**src/etm_pkg.sv**
```systemverilog
// types, constants and helpers for the euler transform matrix block
// no dependencies
`default_nettype none

package etm_pkg;

  // opcodes
  localparam logic [1:0] OP_MODEL  = 2'd0;
  localparam logic [1:0] OP_NORMAL = 2'd1;
  localparam logic [1:0] OP_ROTATE = 2'd2;

  // quarter-wave sine polynomial coefficients, Q16
  localparam int unsigned PolyA = 102873;
  localparam int unsigned PolyB = 41906;
  localparam int unsigned PolyC = 4569;

  // datapath widths
  localparam int TrigW   = 18;
  localparam int RotW    = 19;
  localparam int ElW     = 24;
  localparam int DivNW   = 26;
  localparam int DivStep = 2;
  localparam int DivStages = DivNW / DivStep;

  // pipeline depth: sine/cosine, rotation, divider, output
  localparam int SinStages = 5;
  localparam int RotStages = 3;
  localparam int NumStages = SinStages + RotStages + DivStages + 1;

  localparam logic signed [ElW-1:0] ElMax = 24'sh7FFFFF;
  localparam logic signed [ElW-1:0] ElMin = 24'sh800000;

  typedef logic signed [TrigW-1:0] trig_t;
  typedef logic signed [RotW-1:0]  rot_t;
  typedef logic signed [ElW-1:0]   el_t;

  typedef struct packed {
    logic [1:0]          opcode;
    logic [15:0]         angle_x;
    logic [15:0]         angle_y;
    logic [15:0]         angle_z;
    logic signed [15:0]  scale_x;
    logic signed [15:0]  scale_y;
    logic signed [15:0]  scale_z;
    logic signed [31:0]  move_x;
    logic signed [31:0]  move_y;
    logic signed [31:0]  move_z;
  } etm_in_t;

  typedef struct packed {
    el_t                col0_row0;
    el_t                col0_row1;
    el_t                col0_row2;
    el_t                col1_row0;
    el_t                col1_row1;
    el_t                col1_row2;
    el_t                col2_row0;
    el_t                col2_row1;
    el_t                col2_row2;
    logic signed [31:0] out_move_x;
    logic signed [31:0] out_move_y;
    logic signed [31:0] out_move_z;
  } etm_out_t;

  // fields that ride along the pipeline next to the math
  typedef struct packed {
    logic [1:0]          opcode;
    logic signed [15:0]  scale_x;
    logic signed [15:0]  scale_y;
    logic signed [15:0]  scale_z;
    logic signed [31:0]  move_x;
    logic signed [31:0]  move_y;
    logic signed [31:0]  move_z;
  } etm_side_t;

  // q16 product, floored
  function automatic trig_t qmul(trig_t a, trig_t b);
    logic signed [2*TrigW-1:0] p;
    p = a * b;
    return trig_t'(p >>> 16);
  endfunction

  // clamp a wide signed value to the element range
  function automatic el_t sat_el(logic signed [26:0] v);
    if (v > 27'(ElMax)) begin
      return ElMax;
    end else if (v < 27'(ElMin)) begin
      return ElMin;
    end
    return el_t'(v);
  endfunction

endpackage

`default_nettype wire

```
**src/etm_div.sv**
```systemverilog
// pipelined restoring divider, two quotient bits per stage, for r*256/scale
// depends on etm_pkg
`default_nettype none

module etm_div import etm_pkg::*; (
  input  wire logic                 clk_i,
  input  wire logic [DivStages-1:0] en_i,
  input  rot_t                      r_i,
  input  wire logic signed [15:0]   sc_i,
  output rot_t                      r_o,
  output logic signed [15:0]        sc_o,
  output logic [DivNW-1:0]          q_o,
  output logic                      neg_o
);

  typedef struct packed {
    logic [16:0]        rem;
    logic [DivNW-1:0]   nq;
    logic [15:0]        d;
    logic               neg;
    rot_t               r;
    logic signed [15:0] sc;
  } div_st_t;

  div_st_t st_q [DivStages];
  div_st_t init;
  rot_t    abs_r;
  logic signed [15:0] neg_sc;

  // magnitudes and quotient sign
  always_comb begin
    abs_r     = r_i[RotW-1] ? -r_i : r_i;
    neg_sc    = -sc_i;
    init.rem  = '0;
    init.nq   = {abs_r[17:0], 8'd0};
    init.d    = sc_i[15] ? neg_sc : sc_i;
    init.neg  = r_i[RotW-1] ^ sc_i[15];
    init.r    = r_i;
    init.sc   = sc_i;
  end

  for (genvar k = 0; k < DivStages; k++) begin : g_stage
    div_st_t cur;
    div_st_t nxt;
    logic [16:0] rem_sh;

    if (k == 0) begin : g_first
      assign cur = init;
    end else begin : g_next
      assign cur = st_q[k-1];
    end

    // shift in a dividend bit, subtract when the divisor fits
    always_comb begin
      nxt    = cur;
      rem_sh = '0;
      for (int j = 0; j < DivStep; j++) begin
        rem_sh = {nxt.rem[15:0], nxt.nq[DivNW-1]};
        if (rem_sh >= {1'b0, nxt.d}) begin
          nxt.rem = rem_sh - {1'b0, nxt.d};
          nxt.nq  = {nxt.nq[DivNW-2:0], 1'b1};
        end else begin
          nxt.rem = rem_sh;
          nxt.nq  = {nxt.nq[DivNW-2:0], 1'b0};
        end
      end
    end

    always_ff @(posedge clk_i) begin
      if (en_i[k]) begin
        st_q[k] <= nxt;
      end
    end
  end

  assign r_o   = st_q[DivStages-1].r;
  assign sc_o  = st_q[DivStages-1].sc;
  assign q_o   = st_q[DivStages-1].nq;
  assign neg_o = st_q[DivStages-1].neg;

endmodule

`default_nettype wire

```
**config.mk**
```make
export PLATFORM = sky130hd
export DESIGN_NAME = etm_div
export DESIGN_NICKNAME = d
export VERILOG_FILES = /design/src/etm_pkg.sv /design/src/etm_div.sv
export SDC_FILE = /design/constraint.sdc
export NUM_CORES = 2
export LEC_CHECK = 0
export BUFFER_PORTS_ARGS = -buffer_cell sky130_fd_sc_hd__buf_2
export CAP_MARGIN = 20
export CORE_MARGIN = 2
export CORE_UTILIZATION = 45
export DETAILED_ROUTE_END_ITERATION = 10
export HOLD_SLACK_MARGIN = 0.02
export PLACE_DENSITY = 0.7
export SYNTH_ARGS = -nofsm -noshare
export SYNTH_HDL_FRONTEND = slang
export SYNTH_SLANG_ARGS = --single-unit
```
**constraint.sdc**
```tcl
create_clock -name clk_i -period 13.8 [get_ports clk_i]
set_input_delay 0.69 -clock clk_i [delete_from_list [all_inputs] [get_ports clk_i]]
set_output_delay 0.69 -clock clk_i [all_outputs]
set_load 0.005 [all_outputs]
```
==> results.tsv <==
metric	value	unit
clkSlewWorstSetupHoldPaths	0.06	ns
ys_ff_latch	1086	
clk_path_buf_depth	3	
whs	0.1920	ns
avgViaCountPerCell	5.394	
cts.repair.resized	0	
postRouteAntennaNets	0	
cts.sinks	1086	
yosysWarnings	0	
post_cts_buffers	0	
rsz0062_at_grt	no	
syn_nets	4809	
routed-via-count	33760	
synth_compound_area_share	11.17	%
crit_fanout	24	
overflow	0	
finalCritPeriodShare	47.28	%
setup_viol	0	
drv_cap	0	
min_from	r_i[1]	
period_minus_slack	6.525	ns
first_global_vias	33320	
synthArstFlopShare	0	%
gp_congestion	0.9012	
rows	129	
clock_latency	0.70	ns
start_util	45.29	%
crit_cells	20	
top_register	st_q	
largestRegisters	st_q (1086)	
synthXorXnorAreaFrac	4.896	%
synth_ff_type	edfxtp_1	
power.density	282.4	nW/µm²
grt_usage	17.68	%
endpoint_kind	flop	
cts-root-buf	clkbuf_16	
io_buffer_count	110	
critPathKind	flop to flop	
drtIter0Drc	2316	
area_growth	11.37	%
arrival	6.97	ns
timing.final.ws_setup	7.275	ns
largest_reg_flops	1086	
r2r-start	st_q[0][37]$_DFFE_PP_	
crit_family	compound AO/OA/AOI/OAI gates	
hpwl	83780	µm
drive_gt1_share	12.88	%
synthMuxAreaShare	5.421	%
slowest_delay	0.86	ns
synth-adder-area-share	9.689	%
ctsHoldBuffers	0	
seq_area_frac_synth	58.24	%
syn_inst	4339	
reg2reg_depth	20	
r2r_slack	7.28	ns
dieArea	127300	µm²
drc	0	
pin_count	111	
relSlewSlack	22.70	%
coreArea	123600	µm²
hold_viol	0	
drv_slew	0	
grt_max_degree	80	
leakagePower	24.13	nW
cts_buffers	107	
holdPathEnd	st_q[0][17]$_DFFE_PP_	
hold_path_class	input pin to flop	
netlist_area	55990	µm²
status	complete, no violations	
grt_first_pass_wirelength	179200	µm
synthDistinctLibCells	99	
fmax	0.1533	GHz
worstMarginPinSlew	1.159	ns
dr.pass1.iters	5	
path_buf_inv	2	
synth_edf_count	1086	
critPathLaunchType	flop	
htree_num_levels	3	
die_height	356.7	µm
routed_wl	112800	µm
dp_slack	6.788	ns
synth_top_family_by_area	compound AO/OA/AOI/OAI gates	
cp.required	14.25	ns
holdPathStages	1	
tritoncts	yes	
setup_tns	0	ns
ir_drop	0.2456	mV
r2r-end	st_q[0][174]$_DFFE_PP_	
synthSimpleGateAreaFrac	7.935	%
crit_slowest_cell	a211oi_4	
wl_per_cell	18.02	µm
power	17.61	mW
die_w	356.7	µm
layout.nets	5002	
antenna_found_initial	11	
finalClockSkew	0.06253	ns
worstPathCellList	inv_1, ha_1, nor2b_1, o31ai_1, a211oi_1, o21ai_0, o311a_1, o21ai_2, buf_4, mux2_2, ha_1, a21oi_1, or2b_1, a21bo_1, a211o_1, a221o_2, a2111oi_4, a21oi_2, a211oi_4, mux2_2	
syn_avg_cell_area	12.90	µm²
-- stage by stage --
stage / cells / area [µm²] / utilization, %
6_report: 6259 / 62360 / 50.44
3_5_place_dp: 6058 / 58600 / 47.40
2_1_floorplan: 4339 / 55990 / -
4_1_cts: 6255 / 62330 / 50.41
5_1_grt: 6259 / 62360 / 50.44
3_3_place_gp: 6058 / 58600 / 47.40
-- per-layer routing --
layer / GRT usage (%) / wire length, µm
met1: 23.05 / 49840
met2: 30.71 / 55360
met3: 2.445 / 4568
met4: 5.134 / 2968
met5: 0 / 46
-- report_power, final --
part / switching, mW / total (mW) / internal [mW]
Combinational: 5.06 / 9.66 / 4.60
Clock: 1.26 / 3.03 / 1.78
Sequential: 0.279 / 4.92 / 4.64
Total: 6.59 / 17.6 / 11.0
-- how the worst max path moves through the flow --
| stage | startpoint | end |
|---|---|---|
| final | st_q[0][37]$_DFFE_PP_ | st_q[0][174]$_DFFE_PP_ |
| after global routing | st_q[0][702]$_DFFE_PP_ | st_q[1][91]$_DFFE_PP_ |
| after CTS | st_q[0][37]$_DFFE_PP_ | st_q[0][174]$_DFFE_PP_ |
| after detailed placement | r_i[3] | st_q[0][81]$_DFFE_PP_ |
| after global placement | r_i[3] | st_q[0][81]$_DFFE_PP_ |
| after floorplan | r_i[9] | st_q[0][81]$_DFFE_PP_ |
-- cell families (layout without fill, tap and decap cells) --
| kind of cell | after synthesis | in the layout |
|---|---|---|
| muxes | 269 | 269 |
| DFF | 1086 | 1086 |
| buffers and inverters | 381 | 662 |
| adders and majority gates | 421 | 421 |
| AOI/OAI and AO/OA | 966 | 966 |
| other | 0 | 2 |
| xor gates and xnor gates | 313 | 313 |
| and+or+nand+nor | 903 | 903 |
-- cell usage in the layout, fill, tap and decap left out, drive strengths merged, types with 57 or more instances in the layout --
master and count:
edfxtp 1086, ha 400, inv 329, a21oi 287, nor2 272, mux2 250
o21ai 217, xnor2 206, nand2 204, buf 140, clkbuf 124, xor2 107
a21o 100, nor3 78, o21a 69, nand4 57
-- Yosys cell counts (77+ instances only) --
| master | instances | share of area (%) |
|---|---|---|
| edfxtp_1 | 1086 | 58 |
| ha_1 | 400 | 8.9 |
| a21o_1 | 99 | 1.3 |
| nand2_1 | 204 | 1.4 |
| nor2_1 | 272 | 1.8 |
| o21ai_0 | 208 | 1.9 |
| inv_1 | 322 | 2.2 |
| mux2_2 | 233 | 4.7 |
| xor2_1 | 107 | 1.7 |
| nor3_1 | 77 | 0.69 |
| a21oi_1 | 286 | 2.6 |
| xnor2_1 | 206 | 3.2 |
-- final cells by class --
class	instances	area, µm²
clock inverter	73	988.4
tap	1637	2048
clock buffer	124	2741
fill	10610	61280
inverter	325	1220
timing repair buffer	140	819.5
antenna	2	5.005
sequential	1086	32610
multi-input combinational	2872	21920
Note: power is estimated with default switching activity, not from simulation.
