==> config.mk <==
export PLATFORM = sky130hd
export DESIGN_NAME = etm_sincos
export DESIGN_NICKNAME = d
export VERILOG_FILES = /design/src/etm_pkg.sv /design/src/etm_sincos.sv
export SDC_FILE = /design/constraint.sdc
export NUM_CORES = 2
export LEC_CHECK = 0
export BUFFER_PORTS_ARGS = -buffer_cell sky130_fd_sc_hd__buf_2
export CAP_MARGIN = 20
export CORE_UTILIZATION = 40
export CTS_CLUSTER_DIAMETER = 60
export DETAILED_ROUTE_END_ITERATION = 7
export SYNTH_ARGS = -nofsm -noshare
export SYNTH_HDL_FRONTEND = slang
export SYNTH_SLANG_ARGS = --single-unit
==> constraint.sdc <==
create_clock -name clk_i -period 13.7 [get_ports clk_i]
set_input_delay 0.685 -clock clk_i [delete_from_list [all_inputs] [get_ports clk_i]]
set_output_delay 0.685 -clock clk_i [all_outputs]
set_load 0.01 [all_outputs]
==> src/etm_pkg.sv <==
// types, constants and helpers for the euler transform matrix block
// no dependencies
`default_nettype none

package etm_pkg;

  // opcodes
  localparam logic [1:0] OP_MODEL  = 2'd0;
  localparam logic [1:0] OP_NORMAL = 2'd1;
  localparam logic [1:0] OP_ROTATE = 2'd2;

  // quarter-wave sine polynomial coefficients, Q16
  localparam int unsigned PolyA = 102873;
  localparam int unsigned PolyB = 41906;
  localparam int unsigned PolyC = 4569;

  // datapath widths
  localparam int TrigW   = 18;
  localparam int RotW    = 19;
  localparam int ElW     = 24;
  localparam int DivNW   = 26;
  localparam int DivStep = 2;
  localparam int DivStages = DivNW / DivStep;

  // pipeline depth: sine/cosine, rotation, divider, output
  localparam int SinStages = 5;
  localparam int RotStages = 3;
  localparam int NumStages = SinStages + RotStages + DivStages + 1;

  localparam logic signed [ElW-1:0] ElMax = 24'sh7FFFFF;
  localparam logic signed [ElW-1:0] ElMin = 24'sh800000;

  typedef logic signed [TrigW-1:0] trig_t;
  typedef logic signed [RotW-1:0]  rot_t;
  typedef logic signed [ElW-1:0]   el_t;

  typedef struct packed {
    logic [1:0]          opcode;
    logic [15:0]         angle_x;
    logic [15:0]         angle_y;
    logic [15:0]         angle_z;
    logic signed [15:0]  scale_x;
    logic signed [15:0]  scale_y;
    logic signed [15:0]  scale_z;
    logic signed [31:0]  move_x;
    logic signed [31:0]  move_y;
    logic signed [31:0]  move_z;
  } etm_in_t;

  typedef struct packed {
    el_t                col0_row0;
    el_t                col0_row1;
    el_t                col0_row2;
    el_t                col1_row0;
    el_t                col1_row1;
    el_t                col1_row2;
    el_t                col2_row0;
    el_t                col2_row1;
    el_t                col2_row2;
    logic signed [31:0] out_move_x;
    logic signed [31:0] out_move_y;
    logic signed [31:0] out_move_z;
  } etm_out_t;

  // fields that ride along the pipeline next to the math
  typedef struct packed {
    logic [1:0]          opcode;
    logic signed [15:0]  scale_x;
    logic signed [15:0]  scale_y;
    logic signed [15:0]  scale_z;
    logic signed [31:0]  move_x;
    logic signed [31:0]  move_y;
    logic signed [31:0]  move_z;
  } etm_side_t;

  // q16 product, floored
  function automatic trig_t qmul(trig_t a, trig_t b);
    logic signed [2*TrigW-1:0] p;
    p = a * b;
    return trig_t'(p >>> 16);
  endfunction

  // clamp a wide signed value to the element range
  function automatic el_t sat_el(logic signed [26:0] v);
    if (v > 27'(ElMax)) begin
      return ElMax;
    end else if (v < 27'(ElMin)) begin
      return ElMin;
    end
    return el_t'(v);
  endfunction

endpackage

`default_nettype wire

==> src/etm_sincos.sv <==
// five-stage sine and cosine of one binary angle, Q16 result
// depends on etm_pkg
`default_nettype none

module etm_sincos import etm_pkg::*; #(
  parameter int ANGLE_BITS = 16
) (
  input  wire logic                 clk_i,
  input  wire logic [SinStages-1:0] en_i,
  input  wire logic [15:0]          angle_i,
  output trig_t                     sin_o,
  output trig_t                     cos_o
);

  localparam int QBits = ANGLE_BITS - 2;
  localparam logic [ANGLE_BITS-1:0] Quarter = {2'b01, {QBits{1'b0}}};

  logic [ANGLE_BITS+15:0] wide;
  logic [ANGLE_BITS-1:0]  phase [2];
  trig_t                  res [2];

  // angle to phase of ANGLE_BITS bits, cosine a quarter turn ahead
  assign wide     = {angle_i, {ANGLE_BITS{1'b0}}};
  assign phase[0] = wide[ANGLE_BITS+15:16];
  assign phase[1] = phase[0] + Quarter;

  for (genvar l = 0; l < 2; l++) begin : g_lane
    logic [QBits+15:0] xw;
    logic [16:0]       x_in;
    logic [16:0]       x0_q, x1_q, x2_q, x3_q;
    logic              n0_q, n1_q, n2_q, n3_q;
    logic [16:0]       sq1_q, sq2_q;
    logic [16:0]       t2_q, u3_q;
    logic [33:0]       p1, p2, p3, p4;
    logic [16:0]       sq_d, t_d, u_d, v_d;
    trig_t             s4_q;

    // quadrant fold
    always_comb begin
      xw = {phase[l][QBits-1:0], 16'd0} >> QBits;
      if (phase[l][QBits]) begin
        x_in = 17'd65536 - {1'b0, xw[15:0]};
      end else begin
        x_in = {1'b0, xw[15:0]};
      end
    end

    // polynomial steps, one product each
    always_comb begin
      p1   = 34'(x0_q) * 34'(x0_q);
      sq_d = p1[32:16];
      p2   = 34'(sq1_q) * 34'(PolyC);
      t_d  = 17'(PolyB) - 17'(p2 >> 16);
      p3   = 34'(sq2_q) * 34'(t2_q);
      u_d  = 17'(PolyA) - 17'(p3 >> 16);
      p4   = 34'(x3_q) * 34'(u3_q);
      v_d  = 17'(p4 >> 16);
    end

    always_ff @(posedge clk_i) begin
      if (en_i[0]) begin
        x0_q <= x_in;
        n0_q <= phase[l][ANGLE_BITS-1];
      end
      if (en_i[1]) begin
        x1_q  <= x0_q;
        n1_q  <= n0_q;
        sq1_q <= sq_d;
      end
      if (en_i[2]) begin
        x2_q  <= x1_q;
        n2_q  <= n1_q;
        sq2_q <= sq1_q;
        t2_q  <= t_d;
      end
      if (en_i[3]) begin
        x3_q <= x2_q;
        n3_q <= n2_q;
        u3_q <= u_d;
      end
      if (en_i[4]) begin
        s4_q <= n3_q ? -trig_t'({1'b0, v_d}) : trig_t'({1'b0, v_d});
      end
    end

    assign res[l] = s4_q;
  end

  assign sin_o = res[0];
  assign cos_o = res[1];

endmodule

`default_nettype wire

==> results by group <==
Run status
  • Status: completed

CTS
  • CTS resizes: 0
  • H-tree level count: 2
  • Max clock buf depth: 3
  • Post-CTS setup buffer count: 0
  • Clk_lat worst skew: 620 ps
  • CTS tree: yes
  • Worst-path clk slew: 60 ps
  • CTS Hold Bufs: 0
  • CTS Sinks: 294
  • Clk root buf: clkbuf_16
  • CTS Buf Count: 42

Place
  • PortBufs: 57
  • Placed cells: 8727
  • Final HPWL DP: 113 mm
  • Final GP Congestion: ~0.86

Hold path
  • Hold Crit Start: angle_i[0]
  • Hold path cells: 1
  • Worst hold path class: input port to register
  • Hold Path Sink: g_lane[0].x0_q[2]

Worst setup path
  • Most frequent CP cell: fa_1
  • Crit path capture type: register
  • CP top delay family: adder cells
  • Register-to-register setup slack: slightly below 6000 ps
  • WP data arrival: between 8000 and 9000 ps
  • CP max stage delay: approximately 700 ps
  • Worst path bufs/invs: 5
  • Critical path class: register to register
  • Crit Reg-Reg Endpoint: g_lane[1].u3_q[15]
  • FF-to-FF path depth: 28
  • Worst Setup Start Kind: register
  • CP Max Fanout: 17
  • Crit Reg-Reg Startpoint: g_lane[1].t2_q[8]
  • Worst Path Required: about 14000 ps
  • Slowest-stage cell, CP: edfxtp_1

Die
  • Die span in y: 404 um
  • DIE AREA: roughly 0.16 mm2
  • Die X: 404 um
  • Core Region: 0.160 mm2
  • Core Rows: 147
  • Ports: 58
  • Initial Util: 40.2%

Detailed routing
  • Drt total wl: 136 mm
  • Vias per std cell: 4.81
  • DRC viols: 0
  • Post-route ant nets: 0
  • Via count: around 42000
  • DR iter-0 viols: between 2000 and 2500
  • DR WL/cell: 15.4 um
  • First-pass iteration count of the detailed router: 5

GRT
  • Vias in the first global route: approximately 46000
  • Largest net degree at the start of global routing: 66
  • Gr usage total: 17.3%
  • Grt ovf: 0
  • Global-route wire length before repair: approximately 230 mm
  • Initial antenna violation count: 14

Logic synthesis
  • Synth cell count leaders: inv_1 (1751), fa_1 (1204), ha_1 (847), nand2_1 (813), and2_1 (538)
  • Seq/Total Area, Yosys: 13.7%
  • #FFs+latches synth: 294
  • Cell taking the most area after synthesis: fa_1
  • Net Count, Synth: 8777
  • Synthesized area: 0.0645 mm2
  • Top post-synthesis cells by area: fa_1 (37%), ha_1 (16%), edfxtp_1 (14%)
  • Most frequent cell after synthesis: inv_1
  • Ys async rst share: 0%
  • Post-synthesis cell type count: 92
  • Mapped Avg Cell Area: 9.62 um2
  • Post-synth top area share: 37.4%
  • Synth warn: 0
  • Post-synth EDFFs: 294
  • Syn Inst Count: between 6000 and 7000
  • Synth Flop Type: edfxtp_1

STA
  • Slew of the pin with the lowest slew margin: 956 ps
  • Max Slew Vio Count: 0
  • RSZ-0062 raised after global routing: no
  • Final Hold Viols: 0
  • Setup TNS: 0 ps
  • Crit share post-route: 57.6%
  • Max frequency: 0.127 GHz
  • Tmin final: 7890 ps
  • Setup violators final: 0
  • Relative slew slack: 36.3%
  • Skew final: 20.5 ps

Final layout
  • Layout cells sized above 1: 2.89%
  • Layout Area Growth over Synthesis: 5.78%
  • Final core utilization: 42.5%
  • Final net count: 8684
  • Fillers: 15500
  • Non-Filler Instances: 8808

Flow run
  • Max-cap check violation count: 0
## through the flow
step	hold WS [ps]	area, um2	worst slack, ps
floorplan	400	64500	6400
global placement	401	66800	5950
detailed placement	405	66800	5750
CTS	222	68200	5760
global route	252	68200	5340
finish	273	68200	5810
## area by class of cell
type,count,area [um2],share of cell area [%]
Multi-Input combinational cell,4457,48400,70.9
Sequential cell,294,8830,12.9
Inverter,1751,6570,9.63
Tap cell,2160,2700,3.96
Clock buffer,44,1060,1.55
Clock inverter,32,367,0.537
Timing Repair Buffer,65,350,0.513
Antenna cell,5,12.5,0.0183
## worst max-delay path by stage
stage	startpoint	to	slack, ps	depth (start not counted)
2_1_floorplan	g_lane[1].t2_q[8]	g_lane[1].u3_q[15]	6400	30
3_3_place_gp	g_lane[1].sq2_q[7]	g_lane[1].u3_q[15]	5950	28
3_5_place_dp	g_lane[1].sq2_q[7]	g_lane[1].u3_q[15]	5750	28
4_1_cts	g_lane[1].sq2_q[7]	g_lane[1].u3_q[15]	5760	28
5_1_grt	g_lane[1].t2_q[8]	g_lane[1].u3_q[15]	5340	28
6_report	g_lane[1].t2_q[8]	g_lane[1].u3_q[15]	5810	28
## worst register-to-register path: cells and delay by family (launching register included)
| kind | cells | cell delay, ps |
|---|---|---|
| compound gates | 6 | 1080 |
| mux | 1 | 190 |
| flops | 1 | 700 |
| xor+xnor | 2 | 350 |
| fa+ha+maj | 8 | 3590 |
| buf+inv | 5 | 260 |
| simple gates | 6 | 1450 |
## state kept, by name, summed over array words and instances, names as in the netlist
name          count
g_lane.x1_q      29
g_lane.t2_q      32
sin_o            18
cos_o            18
g_lane.x2_q      29
g_lane.n2_q       2
g_lane.x0_q      29
g_lane.sq2_q     34
g_lane.sq1_q     34
g_lane.n1_q       2
g_lane.u3_q      34
g_lane.n0_q       2
g_lane.x3_q      29
g_lane.n3_q       2
## cells in the final DEF (no fill, tap or decap), drive strengths merged, types with 8 or more instances in the layout
master,n
clkinv,15
a21o,59
and2,538
o31ai,12
nor4,8
or3,21
o21ai,72
nor2,128
xnor2,163
edfxtp,294
a31oi,22
fa,1204
nor3,55
xor2,69
o211ai,16
and3,33
buf,65
a211oi,18
nand2,813
clkbuf,44
a21oi,107
nand3,37
nor2b,21
inv,1762
o21a,23
o21bai,12
ha,847
or2,14
mux2i,9
nand2b,32
## cells by family (layout without fill, tap and decap cells)
kind of cell	Yosys count	after routing	synth area share, %
multiplexers	15	15	0.244
XOR/XNOR	232	232	3.15
AND/OR/NAND/NOR	1741	1741	13.3
other	0	5	0
flip-flops	294	294	13.7
buffers and inverters	1953	1892	11.4
adder cells (fa/ha/maj)	2051	2051	53.8
AO/OA/AOI/OAI	418	418	4.50
## metal layers
| metal | GRT usage [%] | wire length, um |
|---|---|---|
| met2 | 28.4 | 62000 |
| met5 | 0 | 53 |
| met3 | 2.81 | 7530 |
| met4 | 3.71 | 2570 |
| met1 | 24.1 | 63500 |
Power is not shown: default switching activity piles up to over one toggle a cycle in this logic, so the estimate is an artifact.
